<file path="config.mk">
export PLATFORM = sky130hd
export DESIGN_NAME = waypoint_segment_sampler_core
export DESIGN_NICKNAME = d
export VERILOG_FILES = /design/src/hdl/wss_pkg.sv /design/src/hdl/waypoint_segment_sampler_core.sv
export SDC_FILE = /design/constraint.sdc
export NUM_CORES = 2
export LEC_CHECK = 0
export ABC_AREA = 1
export CAP_MARGIN = 20
export CORE_MARGIN = 2
export CORE_UTILIZATION = 39
export CTS_CLUSTER_DIAMETER = 60
export DETAILED_ROUTE_END_ITERATION = 7
export DONT_BUFFER_PORTS = 1
export GPL_TIMING_DRIVEN = 0
export PLACE_DENSITY_LB_ADDON = 0.05
export SYNTH_ARGS = -nofsm -noshare
export SYNTH_HDL_FRONTEND = slang
export SYNTH_SLANG_ARGS = --single-unit
</file>
<file path="constraint.sdc">
create_clock -name clk -period 13.26 [get_ports clk]
set_clock_uncertainty 0.2 [all_clocks]
set_input_delay 1.326 -clock clk [delete_from_list [all_inputs] [get_ports clk]]
set_output_delay 1.326 -clock clk [all_outputs]
set_load 0.005 [all_outputs]
</file>
<file path="src/hdl/wss_pkg.sv">
package wss_pkg;
	localparam int unsigned CoordW = 17;
	localparam int unsigned MaxSamplesDef = 64;
	localparam int unsigned SqW = 36;   // dx*dx + dz*dz
	localparam int unsigned RadW = 62;  // S * 2^26
	localparam int unsigned MagW = 31;  // isqrt of RadW-bit value
	localparam int unsigned NumW = 54;  // |d| << 36
	localparam int unsigned AccW = 56;  // position << 16 plus increments
	localparam int unsigned FracBits = 16;
	localparam logic ActStart = 1'b0;
	localparam logic ActWaypoint = 1'b1;

	typedef enum logic [7:0] {
		ST_IDLE  = 8'b00000001,
		ST_MULX  = 8'b00000010,
		ST_MULZ  = 8'b00000100,
		ST_SQRTC = 8'b00001000,
		ST_SQRTM = 8'b00010000,
		ST_DIVX  = 8'b00100000,
		ST_DIVZ  = 8'b01000000,
		ST_EMIT  = 8'b10000000
	} state_t;
endpackage

</file>
<file path="src/hdl/waypoint_segment_sampler_core.sv">
// Channel | Dir | tdata fields (low bit up)              | tuser
// s_axis  | in  | target_x[16:0], target_z[33:17], 0 pad | action
// m_axis  | out | sample_x[16:0], sample_z[33:17], 0 pad | truncated; tlast = last
// A start item puts its word on m_axis in the cycle after acceptance.
// A waypoint item runs bit-serially: two shift-add multiply passes, two square roots and
// two restoring divides, then one word per cycle while m_axis_tready is high.
// A waypoint item that yields no samples frees the input after the first square root.
// arst_n clears control and the current position to zero.
// A stalled output word holds; the next item is taken only after the run ends.
module waypoint_segment_sampler_core #(
	parameter int unsigned MAX_SAMPLES = wss_pkg::MaxSamplesDef
) (
	input  logic        clk,
	input  logic        arst_n,
	input  logic        s_axis_tvalid,
	output logic        s_axis_tready,
	input  logic [39:0] s_axis_tdata,  // target_x, target_z, zero pad
	input  logic        s_axis_tuser,  // action
	output logic        m_axis_tvalid,
	input  logic        m_axis_tready,
	output logic [39:0] m_axis_tdata,  // sample_x, sample_z, zero pad
	output logic        m_axis_tlast,  // last
	output logic        m_axis_tuser   // truncated
);
	localparam int unsigned CW = wss_pkg::CoordW;
	localparam int unsigned CntW = $clog2(MAX_SAMPLES + 1);
	localparam int unsigned BitW = 6;

	wss_pkg::state_t state_q;
	logic signed [CW-1:0] cur_x_q, cur_z_q;
	logic signed [CW:0] dx_q, dz_q;
	logic [CW-1:0] mplier_q;
	logic [wss_pkg::SqW-1:0] mcand_q;
	// Accumulates dx*dx + dz*dz and keeps it for the second square root.
	logic [wss_pkg::SqW-1:0] prod_q;
	logic [BitW-1:0] bit_q;
	// Shared digit-by-digit square root.
	logic [wss_pkg::RadW+1:0] rad_q;
	logic [wss_pkg::MagW+1:0] rem_q;
	logic [wss_pkg::MagW-1:0] root_q, mag_q;
	logic [CntW-1:0] n_q, k_q;
	logic trunc_q;
	// Shared restoring divider.
	logic [wss_pkg::NumW-1:0] num_q;
	logic [wss_pkg::MagW:0] drem_q;
	logic [wss_pkg::NumW-1:0] quo_q;
	logic signed [wss_pkg::AccW-1:0] inc_x_q, inc_z_q, acc_x_q, acc_z_q;
	logic signed [CW-1:0] out_x_q, out_z_q;
	logic out_last_q, out_tr_q, out_v_q;

	logic [CW:0] ab;
	logic [CW-1:0] m_cur;
	logic [wss_pkg::SqW-1:0] c_cur, prod_nx;
	logic [wss_pkg::MagW+1:0] trial, rem_sh, rem_nx;
	logic sq_ge;
	logic [wss_pkg::MagW-1:0] root_nx;
	logic signed [CW:0] dsel;
	logic [CW:0] dabs;
	logic [wss_pkg::NumW-1:0] nm, qv, quo_nx;
	logic [wss_pkg::MagW:0] dr, drem_nx;
	logic [wss_pkg::MagW+1:0] ds, dt;
	logic dge;
	logic signed [wss_pkg::AccW-1:0] nx, nz;
	logic signed [CW-1:0] rx, rz;
	logic out_free, s_fire, out_load, last_nx;

	function automatic logic signed [CW-1:0] round_sat(
		input logic signed [wss_pkg::AccW-1:0] a);
		logic signed [wss_pkg::AccW-1:0] b;
		logic signed [wss_pkg::AccW-wss_pkg::FracBits-1:0] v;
		b = a + (wss_pkg::AccW'(1) <<< (wss_pkg::FracBits - 1));
		v = b[wss_pkg::AccW-1:wss_pkg::FracBits];
		if (v > (wss_pkg::AccW-wss_pkg::FracBits)'(65535))
			return CW'(65535);
		else if (v < -(wss_pkg::AccW-wss_pkg::FracBits)'(65536))
			return CW'(-65536);
		return v[CW-1:0];
	endfunction

	assign out_free = !out_v_q || m_axis_tready;
	assign s_axis_tready = (state_q == wss_pkg::ST_IDLE) && out_free;
	assign s_fire = s_axis_tvalid && s_axis_tready;
	assign dsel = (state_q == wss_pkg::ST_DIVX) ? dx_q : dz_q;
	assign last_nx = (k_q + 1'b1) == n_q;
	assign out_load = (s_fire && s_axis_tuser == wss_pkg::ActStart)
		|| (state_q == wss_pkg::ST_EMIT && out_free);

	always_comb begin
		// Shift-add multiply of |d| by itself, one multiplier bit a cycle.
		ab = (state_q == wss_pkg::ST_MULX)
			? (dx_q[CW] ? (CW+1)'(-dx_q) : dx_q)
			: (dz_q[CW] ? (CW+1)'(-dz_q) : dz_q);
		m_cur = (bit_q == '0) ? ab[CW-1:0] : mplier_q;
		c_cur = (bit_q == '0) ? wss_pkg::SqW'(ab) : mcand_q;
		prod_nx = prod_q + (m_cur[0] ? c_cur : '0);

		// Square root, two radicand bits a cycle.
		rem_sh = {rem_q[wss_pkg::MagW-1:0], rad_q[wss_pkg::RadW+1:wss_pkg::RadW]};
		trial = {root_q, 2'b01};
		sq_ge = rem_sh >= trial;
		rem_nx = sq_ge ? rem_sh - trial : rem_sh;
		root_nx = {root_q[wss_pkg::MagW-2:0], sq_ge};

		// Restoring divide of (|d|<<36 + mag/2) by mag; the low 36 bits of |d|<<36
		// are zero, so the rounding half just fills them.
		dabs = dsel[CW] ? (CW+1)'(-dsel) : dsel;
		if (bit_q == '0) begin
			nm = {dabs, (wss_pkg::NumW - CW - wss_pkg::MagW)'(0),
				mag_q[wss_pkg::MagW-1:1]};
			dr = '0;
			qv = '0;
		end else begin
			nm = num_q;
			dr = drem_q;
			qv = quo_q;
		end
		ds = {dr, nm[wss_pkg::NumW-1]};
		dt = ds - {2'b00, mag_q};
		dge = !dt[wss_pkg::MagW+1];
		drem_nx = dge ? dt[wss_pkg::MagW:0] : ds[wss_pkg::MagW:0];
		quo_nx = {qv[wss_pkg::NumW-2:0], dge};

		nx = acc_x_q + inc_x_q;
		nz = acc_z_q + inc_z_q;
		rx = round_sat(nx);
		rz = round_sat(nz);
	end

	always_ff @(posedge clk or negedge arst_n) begin
		if (!arst_n) begin
			state_q <= wss_pkg::ST_IDLE;
			cur_x_q <= '0;
			cur_z_q <= '0;
			out_v_q <= 1'b0;
		end else begin
			if (out_load)
				out_v_q <= 1'b1;
			else if (m_axis_tready)
				out_v_q <= 1'b0;
			case (state_q)
				wss_pkg::ST_IDLE: begin
					if (s_fire) begin
						if (s_axis_tuser == wss_pkg::ActStart) begin
							cur_x_q <= s_axis_tdata[CW-1:0];
							cur_z_q <= s_axis_tdata[2*CW-1:CW];
							out_x_q <= s_axis_tdata[CW-1:0];
							out_z_q <= s_axis_tdata[2*CW-1:CW];
							out_last_q <= 1'b1;
							out_tr_q <= 1'b0;
						end else begin
							dx_q <= $signed({s_axis_tdata[CW-1], s_axis_tdata[CW-1:0]})
								- $signed({cur_x_q[CW-1], cur_x_q});
							dz_q <= $signed({s_axis_tdata[2*CW-1], s_axis_tdata[2*CW-1:CW]})
								- $signed({cur_z_q[CW-1], cur_z_q});
							bit_q <= '0;
							prod_q <= '0;
							state_q <= wss_pkg::ST_MULX;
						end
					end
				end
				wss_pkg::ST_MULX, wss_pkg::ST_MULZ: begin
					prod_q <= prod_nx;
					mplier_q <= m_cur >> 1;
					mcand_q <= c_cur << 1;
					if (bit_q == BitW'(CW - 1)) begin
						bit_q <= '0;
						if (state_q == wss_pkg::ST_MULX)
							state_q <= wss_pkg::ST_MULZ;
						else begin
							rad_q <= {prod_nx, (wss_pkg::RadW + 2 - wss_pkg::SqW)'(0)};
							rem_q <= '0;
							root_q <= '0;
							state_q <= wss_pkg::ST_SQRTC;
						end
					end else
						bit_q <= bit_q + 1'b1;
				end
				wss_pkg::ST_SQRTC, wss_pkg::ST_SQRTM: begin
					if (state_q == wss_pkg::ST_SQRTC && bit_q == BitW'(wss_pkg::SqW/2 - 1)) begin
						bit_q <= '0;
						if (root_nx[wss_pkg::MagW-1:7] == '0)
							state_q <= wss_pkg::ST_IDLE;
						else begin
							if (root_nx[wss_pkg::MagW-1:7] > (wss_pkg::MagW-7)'(MAX_SAMPLES)) begin
								n_q <= CntW'(MAX_SAMPLES);
								trunc_q <= 1'b1;
							end else begin
								n_q <= root_nx[CntW+6:7];
								trunc_q <= 1'b0;
							end
							rad_q <= {prod_q, (wss_pkg::RadW + 2 - wss_pkg::SqW)'(0)};
							rem_q <= '0;
							root_q <= '0;
							state_q <= wss_pkg::ST_SQRTM;
						end
					end else if (state_q == wss_pkg::ST_SQRTM
						&& bit_q == BitW'(wss_pkg::MagW - 1)) begin
						bit_q <= '0;
						mag_q <= root_nx;
						state_q <= wss_pkg::ST_DIVX;
					end else begin
						bit_q <= bit_q + 1'b1;
						rem_q <= rem_nx;
						root_q <= root_nx;
						rad_q <= rad_q << 2;
					end
				end
				wss_pkg::ST_DIVX, wss_pkg::ST_DIVZ: begin
					drem_q <= drem_nx;
					quo_q <= quo_nx;
					num_q <= nm << 1;
					if (bit_q == BitW'(wss_pkg::NumW - 1)) begin
						bit_q <= '0;
						if (state_q == wss_pkg::ST_DIVX) begin
							inc_x_q <= dsel[CW] ? -wss_pkg::AccW'(quo_nx) : wss_pkg::AccW'(quo_nx);
							state_q <= wss_pkg::ST_DIVZ;
						end else begin
							inc_z_q <= dsel[CW] ? -wss_pkg::AccW'(quo_nx) : wss_pkg::AccW'(quo_nx);
							acc_x_q <= wss_pkg::AccW'(cur_x_q) <<< wss_pkg::FracBits;
							acc_z_q <= wss_pkg::AccW'(cur_z_q) <<< wss_pkg::FracBits;
							k_q <= '0;
							state_q <= wss_pkg::ST_EMIT;
						end
					end else
						bit_q <= bit_q + 1'b1;
				end
				wss_pkg::ST_EMIT: begin
					if (out_free) begin
						acc_x_q <= nx;
						acc_z_q <= nz;
						out_x_q <= rx;
						out_z_q <= rz;
						out_last_q <= last_nx;
						out_tr_q <= last_nx && trunc_q;
						k_q <= k_q + 1'b1;
						if (last_nx) begin
							cur_x_q <= rx;
							cur_z_q <= rz;
							state_q <= wss_pkg::ST_IDLE;
						end
					end
				end
				default: state_q <= wss_pkg::ST_IDLE;
			endcase
		end
	end

	assign m_axis_tvalid = out_v_q;
	assign m_axis_tdata = {6'b0, out_z_q, out_x_q};
	assign m_axis_tlast = out_last_q;
	assign m_axis_tuser = out_tr_q;
endmodule

</file>
# Word level (Yosys, flattened, before mapping)

Cells that the tools add are included.

Add/subtract/negate cells: 15
Mux-type cells: 101
$lt $le $gt $ge: 6
Bitwise logic cells: 4
Equal/unequal tests: 25
Reduce and logical (&&, ||, !) cells: 36

Operators with widths:

| operator                                                      | number |
|---|---|
| 2-to-1 mux 56 bit                                             | 7 |
| 2-to-1 mux 31 bit                                             | 11 |
| 2-to-1 mux 64 bit                                             | 5 |
| 2-to-1 mux 17 bit                                             | 16 |
| one-hot mux 56 bit (2 select lines)                           | 2 |
| 2-to-1 mux 36 bit                                             | 4 |
| one-hot mux 17 bit (2 select lines)                           | 4 |
| one-hot mux 64 bit (2 select lines)                           | 1 |
| one-hot mux 31 bit (2 select lines)                           | 2 |
| adder 56 x 17 -> 56 bit (second input constant)               | 2 |
| adder 56 bit                                                  | 2 |
| 2-to-1 mux 18 bit                                             | 5 |
| > comparator 40 x 17 -> 1 bit (second input constant)         | 2 |
| less-than comparator 40 x 17 -> 1 bit (second input constant) | 2 |
| 2-to-1 mux 8 bit                                              | 9 |
| one-hot mux 36 bit (2 select lines)                           | 1 |
| 2-to-1 mux 32 bit                                             | 2 |
| negation 54 -> 56 bit                                         | 1 |
| 2-to-1 mux 54 bit                                             | 1 |
| negation 18 bit                                               | 3 |
| 2-to-1 mux 53 bit                                             | 1 |
| one-hot mux 8 bit (5 select lines)                            | 1 |
| adder 36 bit                                                  | 1 |
| 2-to-1 mux 6 bit                                              | 6 |
| other kinds (42)                                              | 96 |

Register bits: 742
Output and inout port bits: 44
Bits of input ports: 45

# Logic depth before layout (Yosys ltp)

Depth in word-level cells: 9
Gate-level depth with buffers: 46
Gate-level depth less buffers: 45

# Worst setup path before layout

No wires, ideal clock.

Path kind: flip-flop to flip-flop
Start point: register state_q[1]
End point: register acc_x_q[0] in the netlist's numbering, enable pin
Required time: 12.423 ns
Period minus slack after synthesis: 8.596 ns
Cell stages (with the launch flop): 11
Arrival time: 7.760 ns
Library setup time: 0.637 ns
Slack: 4.664 ns
Cell sequence: dfrtp_1 -> nor2_1 -> inv_1 -> nor2_1 -> inv_1 -> nor4_1 -> inv_1 -> clkbuf_1 -> clkbuf_1 -> buf_1 -> a21oi_1

Word-level cells in the longest chain between the ends: 4
Elaborated cells on any way between the ends: 9
Classes of those cells: eq/ne: 6; reduce/logical: 3

RTL lines:

| what                                                                         | line                                                                       | text |
|---|---|---|
| start: declaration                                                           | waypoint_segment_sampler_core.sv:29                                        | `wss_pkg::state_t state_q;` |
| start signal: assignment                                                     | waypoint_segment_sampler_core.sv:131                                       | `state_q <= wss_pkg::ST_IDLE;` |
| start signal: assignment                                                     | waypoint_segment_sampler_core.sv:157                                       | `state_q <= wss_pkg::ST_MULX;` |
| start signal: assignment                                                     | waypoint_segment_sampler_core.sv:168                                       | `state_q <= wss_pkg::ST_MULZ;` |
| equality test 8 x 6 -> 1 bit or equality test 8 x 7 -> 1 bit (tied branches) | waypoint_segment_sampler_core.sv:140, waypoint_segment_sampler_core.sv:214 |  |
| OR reduction 2 bit                                                           | waypoint_segment_sampler_core.sv:140                                       | `case (state_q)` |
| != test 2 bit (no line) or nonzero test 2 bit (tied branches)                | n/a                                                                        |  |
| AND reduction 5 bit (no line) *                                              | n/a                                                                        |  |
| end signal: assignment                                                       | waypoint_segment_sampler_core.sv:219                                       | `acc_x_q <= wss_pkg::AccW'(cur_x_q) <<< wss_pkg::FracBits;` |
| end signal: assignment                                                       | waypoint_segment_sampler_core.sv:229                                       | `acc_x_q <= nx;` |
| end: declaration                                                             | waypoint_segment_sampler_core.sv:47                                        | `logic signed [wss_pkg::AccW-1:0] inc_x_q, inc_z_q, acc_x_q, acc_z_q;` |

Mark *: on every way between the ends. The rest lies on a longest branch, timed or not.
A chain may end at the register's enable or synchronous reset.

# Worst setup path after layout

Start point: register bit_q[0]
End point: register inc_z_q[52] in the netlist's numbering (data pin)

Word-level cells in the longest chain between the ends: 6
Elaborated cells on any way between the ends: 8
Classes of those cells: add/sub: 2; mux: 4; reduce/logical: 2

RTL lines:

| what                                                   | line                                 | text |
|---|---|---|
| start: declaration                                     | waypoint_segment_sampler_core.sv:36  | `logic [BitW-1:0] bit_q;` |
| start signal: assignment                               | waypoint_segment_sampler_core.sv:176 | `bit_q <= bit_q + 1'b1;` |
| start signal: assignment                               | waypoint_segment_sampler_core.sv:202 | `bit_q <= bit_q + 1'b1;` |
| start signal: assignment                               | waypoint_segment_sampler_core.sv:225 | `bit_q <= bit_q + 1'b1;` |
| zero test 6 bit *                                      | waypoint_segment_sampler_core.sv:107 | `if (bit_q == '0) begin` |
| 2-to-1 mux 54 bit or 2-to-1 mux 32 bit (tied branches) | waypoint_segment_sampler_core.sv:107 |  |
| subtractor 33 x 31 -> 33 bit                           | waypoint_segment_sampler_core.sv:118 | `dt = ds - {2'b00, mag_q};` |
| zero test 1 bit                                        | waypoint_segment_sampler_core.sv:119 | `dge = !dt[wss_pkg::MagW+1];` |
| negation 54 -> 56 bit                                  | waypoint_segment_sampler_core.sv:218 | `inc_z_q <= dsel[CW] ? -wss_pkg::AccW'(quo_nx) : wss_pkg::AccW'(quo_nx);` |
| 2-to-1 mux 56 bit *                                    | waypoint_segment_sampler_core.sv:218 |  |
| end signal: assignment                                 | waypoint_segment_sampler_core.sv:218 |  |
| end: declaration                                       | waypoint_segment_sampler_core.sv:47  |  |

Marks and branches as above.

==> results_dict.tcl <==
set metrics [dict create \
    synthCells 6804 \
    period_needed_ns 11.25 \
    met1_usage_pct 34.1 \
    die_w_um 365 \
    antenna_found_initial 3 \
    vias 44300 \
    cts_setup_buffers 0 \
    yosysWarnings 0 \
    hold_buffers 0 \
    rsz0062_at_grt "no" \
    io_pins 89 \
    drt_wl_total_mm 172 \
    globalplace.congestion 0.968 \
    numPortBuffers 0 \
    clk_path_buf_depth 3 \
    wl_per_cell_um 19.6 \
    grt-busiest-layer "met2" \
    max_freq_ghz 0.0889 \
    endpoint_kind "register" \
    met2_usage_pct 43.4 \
    finalSetupViolations 0 \
    timing.hold.ws_ns 0.0871 \
    grt_max_degree 49 \
    cts_tree "built" \
    cp_slowest_stage_delay_ns 0.81 \
    grt_pass1_wl_mm 257 \
    ys_dominant_reg_cell "edfxtp_1" \
    die-area_um2 133000 \
    drive_above_1_share_pct 6.37 \
    vias_per_cell 5.04 \
    worstMarginPinSlew_ns 1.04 \
    cts_sinks 714 \
    dpl-instance-area_um2 53700 \
    fin_crit_sh_pct 84.9 \
    grtUsageTotal_pct 25.6 \
    htreeDepth 3 \
    crit_fanout 10 \
    cts_resized 0 \
    hold_violations 0 \
    required_ns 13.53 \
    synth_area_per_cell_um2 7.47 \
    first_pass_iters 8 \
    hold_path.class "in -> async" \
    critPathLaunchType "register" \
    maxCapViolCount 0 \
    hpwl_mm 140 \
    drc_errors 8 \
    first_global_vias 42400 \
    grt_overflow_total 0 \
    grt_use_met3_pct 3.08 \
    final_util_pct 44.1 \
    ant_nets 0 \
    die_h_um 365 \
    power_leakage_nw 26.3 \
    initial_core_util_pct 39.2 \
    fin_nets 7250 \
    ys_ff_latch 714 \
    peakVddDrop_v 0.000119 \
    slew_headroom_pct 30.9 \
    drt-initial-drc-count 3983 \
    fill_cells 13300 \
    cts_buffers 100 \
    crit_slowest_cell "buf_1" \
    rows 132 \
    violations "design-rule violations" \
    worst_ep_arrival_time_ns 11.52 \
    status "complete, but fails checks" \
    synth_edf_count 671 \
    syn2layout_area_growth_pct 12.3 \
    clk_pin_slew_ns 0.06 \
    synth.distinct_cells 66 \
    cts_root_buffer "clkbuf_16" \
    netlist_area_um2 50800 \
    worst-setup-path-type "reg -> reg" \
    ys_async_sr_fraction_pct 6.02 \
    stdcell_area_um2 57100 \
    clock_latency_ns 0.74 \
    report.final.slew_viol_count 0 \
    power.density_nw_per_um2 131 \
    core-area_um2 129000 \
    synth-seq-area-share_pct 41.8 \
]
per-layer routing:
| layer | vias up | part of all wire (%) |
|---|---|---|
| met5 | - | 0.010 |
| met4 | 2 | 3.3 |
| met3 | 246 | 5.1 |
| met2 | 1118 | 47 |
| met1 | 20500 | 44 |
| li1 | 22400 | - |
path summary, 6_finish.rpt:
kind | start | endpoint | slack [ns] | cells past startpoint
max | bit_q[0]$_DFFE_PP_ | inc_z_q[52]$_DFFE_PP_ | 2.01 | 40
min | arst_n | cur_x_q[13]$_DFFE_PN0P_ | 0.09 | 0
max reg2reg | bit_q[0]$_DFFE_PP_ | inc_z_q[52]$_DFFE_PP_ | 2.01 | 40
min reg2reg | root_q[29]$_SDFFCE_PP0P_ | mag_q[30]$_DFFE_PP_ | 0.25 | 0
max in group asynchronous | arst_n | state_q[0]$_DFFE_PN1P_ | 12.54 | 0
min in group clk | root_q[29]$_SDFFCE_PP0P_ | mag_q[30]$_DFFE_PP_ | 0.25 | 0
power breakdown:
group,switching [mW],leakage [nW],internal (mW)
combinational,1.25,18.0,0.591
clock,1.13,1.62,1.58
sequential,0.134,6.64,2.82
cells by family after synthesis:
family                     synth area share, %
xor gates and xnor gates                  4.22
AOI/OAI and AO/OA                         9.37
and+or+nand+nor                           28.9
other                                  0.00738
muxes                                   0.0616
buffers and inverters                     9.18
adders and majority gates                 6.49
DFF                                       41.8
state kept, by name, indices dropped and copies added, names as in the netlist, 35 cells and up:
| name | count |
|---|---|
| acc_x_q | 56 |
| acc_z_q | 56 |
| inc_x_q | 56 |
| inc_z_q | 56 |
| mcand_q | 35 |
| num_q | 53 |
| prod_q | 36 |
| quo_q | 53 |
| rad_q | 36 |
cells in the mapped netlist, drive strengths merged (4+ instances only):
cell type / number / area [um2]
nand3: 342 / 1820
o21a: 15 / 113
edfxtp: 671 / 20100
buf: 43 / 249
o211ai: 22 / 165
dfrtp: 42 / 1050
nand2: 2200 / 8460
o31ai: 5 / 37.5
o21bai: 23 / 180
a21oi: 333 / 1700
ha: 254 / 3180
clkinv: 10 / 37.5
o2111ai: 4 / 35.0
nor3b: 5 / 37.5
a22oi: 21 / 158
a21boi: 24 / 180
o221ai: 4 / 35.0
a211oi: 4 / 30.0
or2: 19 / 119
a31oi: 14 / 87.6
nor2: 707 / 2890
o32ai: 4 / 35.0
nor3: 74 / 405
inv: 1083 / 4070
nand4: 112 / 701
fa: 6 / 120
nor4: 12 / 75.1
clkbuf: 84 / 315
o21ai: 380 / 1900
and2: 7 / 43.8
xnor2: 73 / 647
nand3b: 14 / 105
xor2: 171 / 1500
cell type report:
| class | instances | area, um2 | area share [%] |
|---|---|---|---|
| clock buffers | 118 | 2580 | 4.52 |
| multi-input cells | 4875 | 25000 | 43.8 |
| inverters | 1093 | 4100 | 7.19 |
| clock inverters | 70 | 762 | 1.34 |
| plain buffers | 127 | 566 | 0.991 |
| flip-flops and latches | 714 | 21200 | 37.2 |
| repair buffers | 34 | 631 | 1.10 |
| diodes | 3 | 7.51 | 0.0132 |
| well taps | 1742 | 2180 | 3.82 |
per-stage QoR:
step	TNS, ns	instances	setup WS, ns	power (mW)
after floorplan	0	6809	4.66	4.19
final	0	8776	2.01	7.50
after global placement	-243.73	8551	-2.08	4.83
after global routing	0	8773	1.16	7.90
after detailed placement	0	8584	2.08	4.84
after CTS	0	8772	2.00	7.59
layout by cell type, fill, tap and decap left out, types with 70 or more instances in the layout:
cell and count:
inv_1 1046, nand2_1 2126, xnor2_1 72, nand3_1 324, edfxtp_1 671, o21ai_0 369, nand4_1 112, a21oi_1 327
nand2_2 70, ha_1 254, clkbuf_16 100, nor2_1 636, xor2_1 171, clkbuf_1 100
critical path: cells and delay by family, from the launching register on:
kind            cells  cell delay, ns
flops               1            0.45
simple gates       16            2.74
compound gates      5            1.45
fa+ha+maj           4            1.19
buf+inv            14            4.51
xor+xnor            1            0.38
Power figures use the tool's default switching activity.
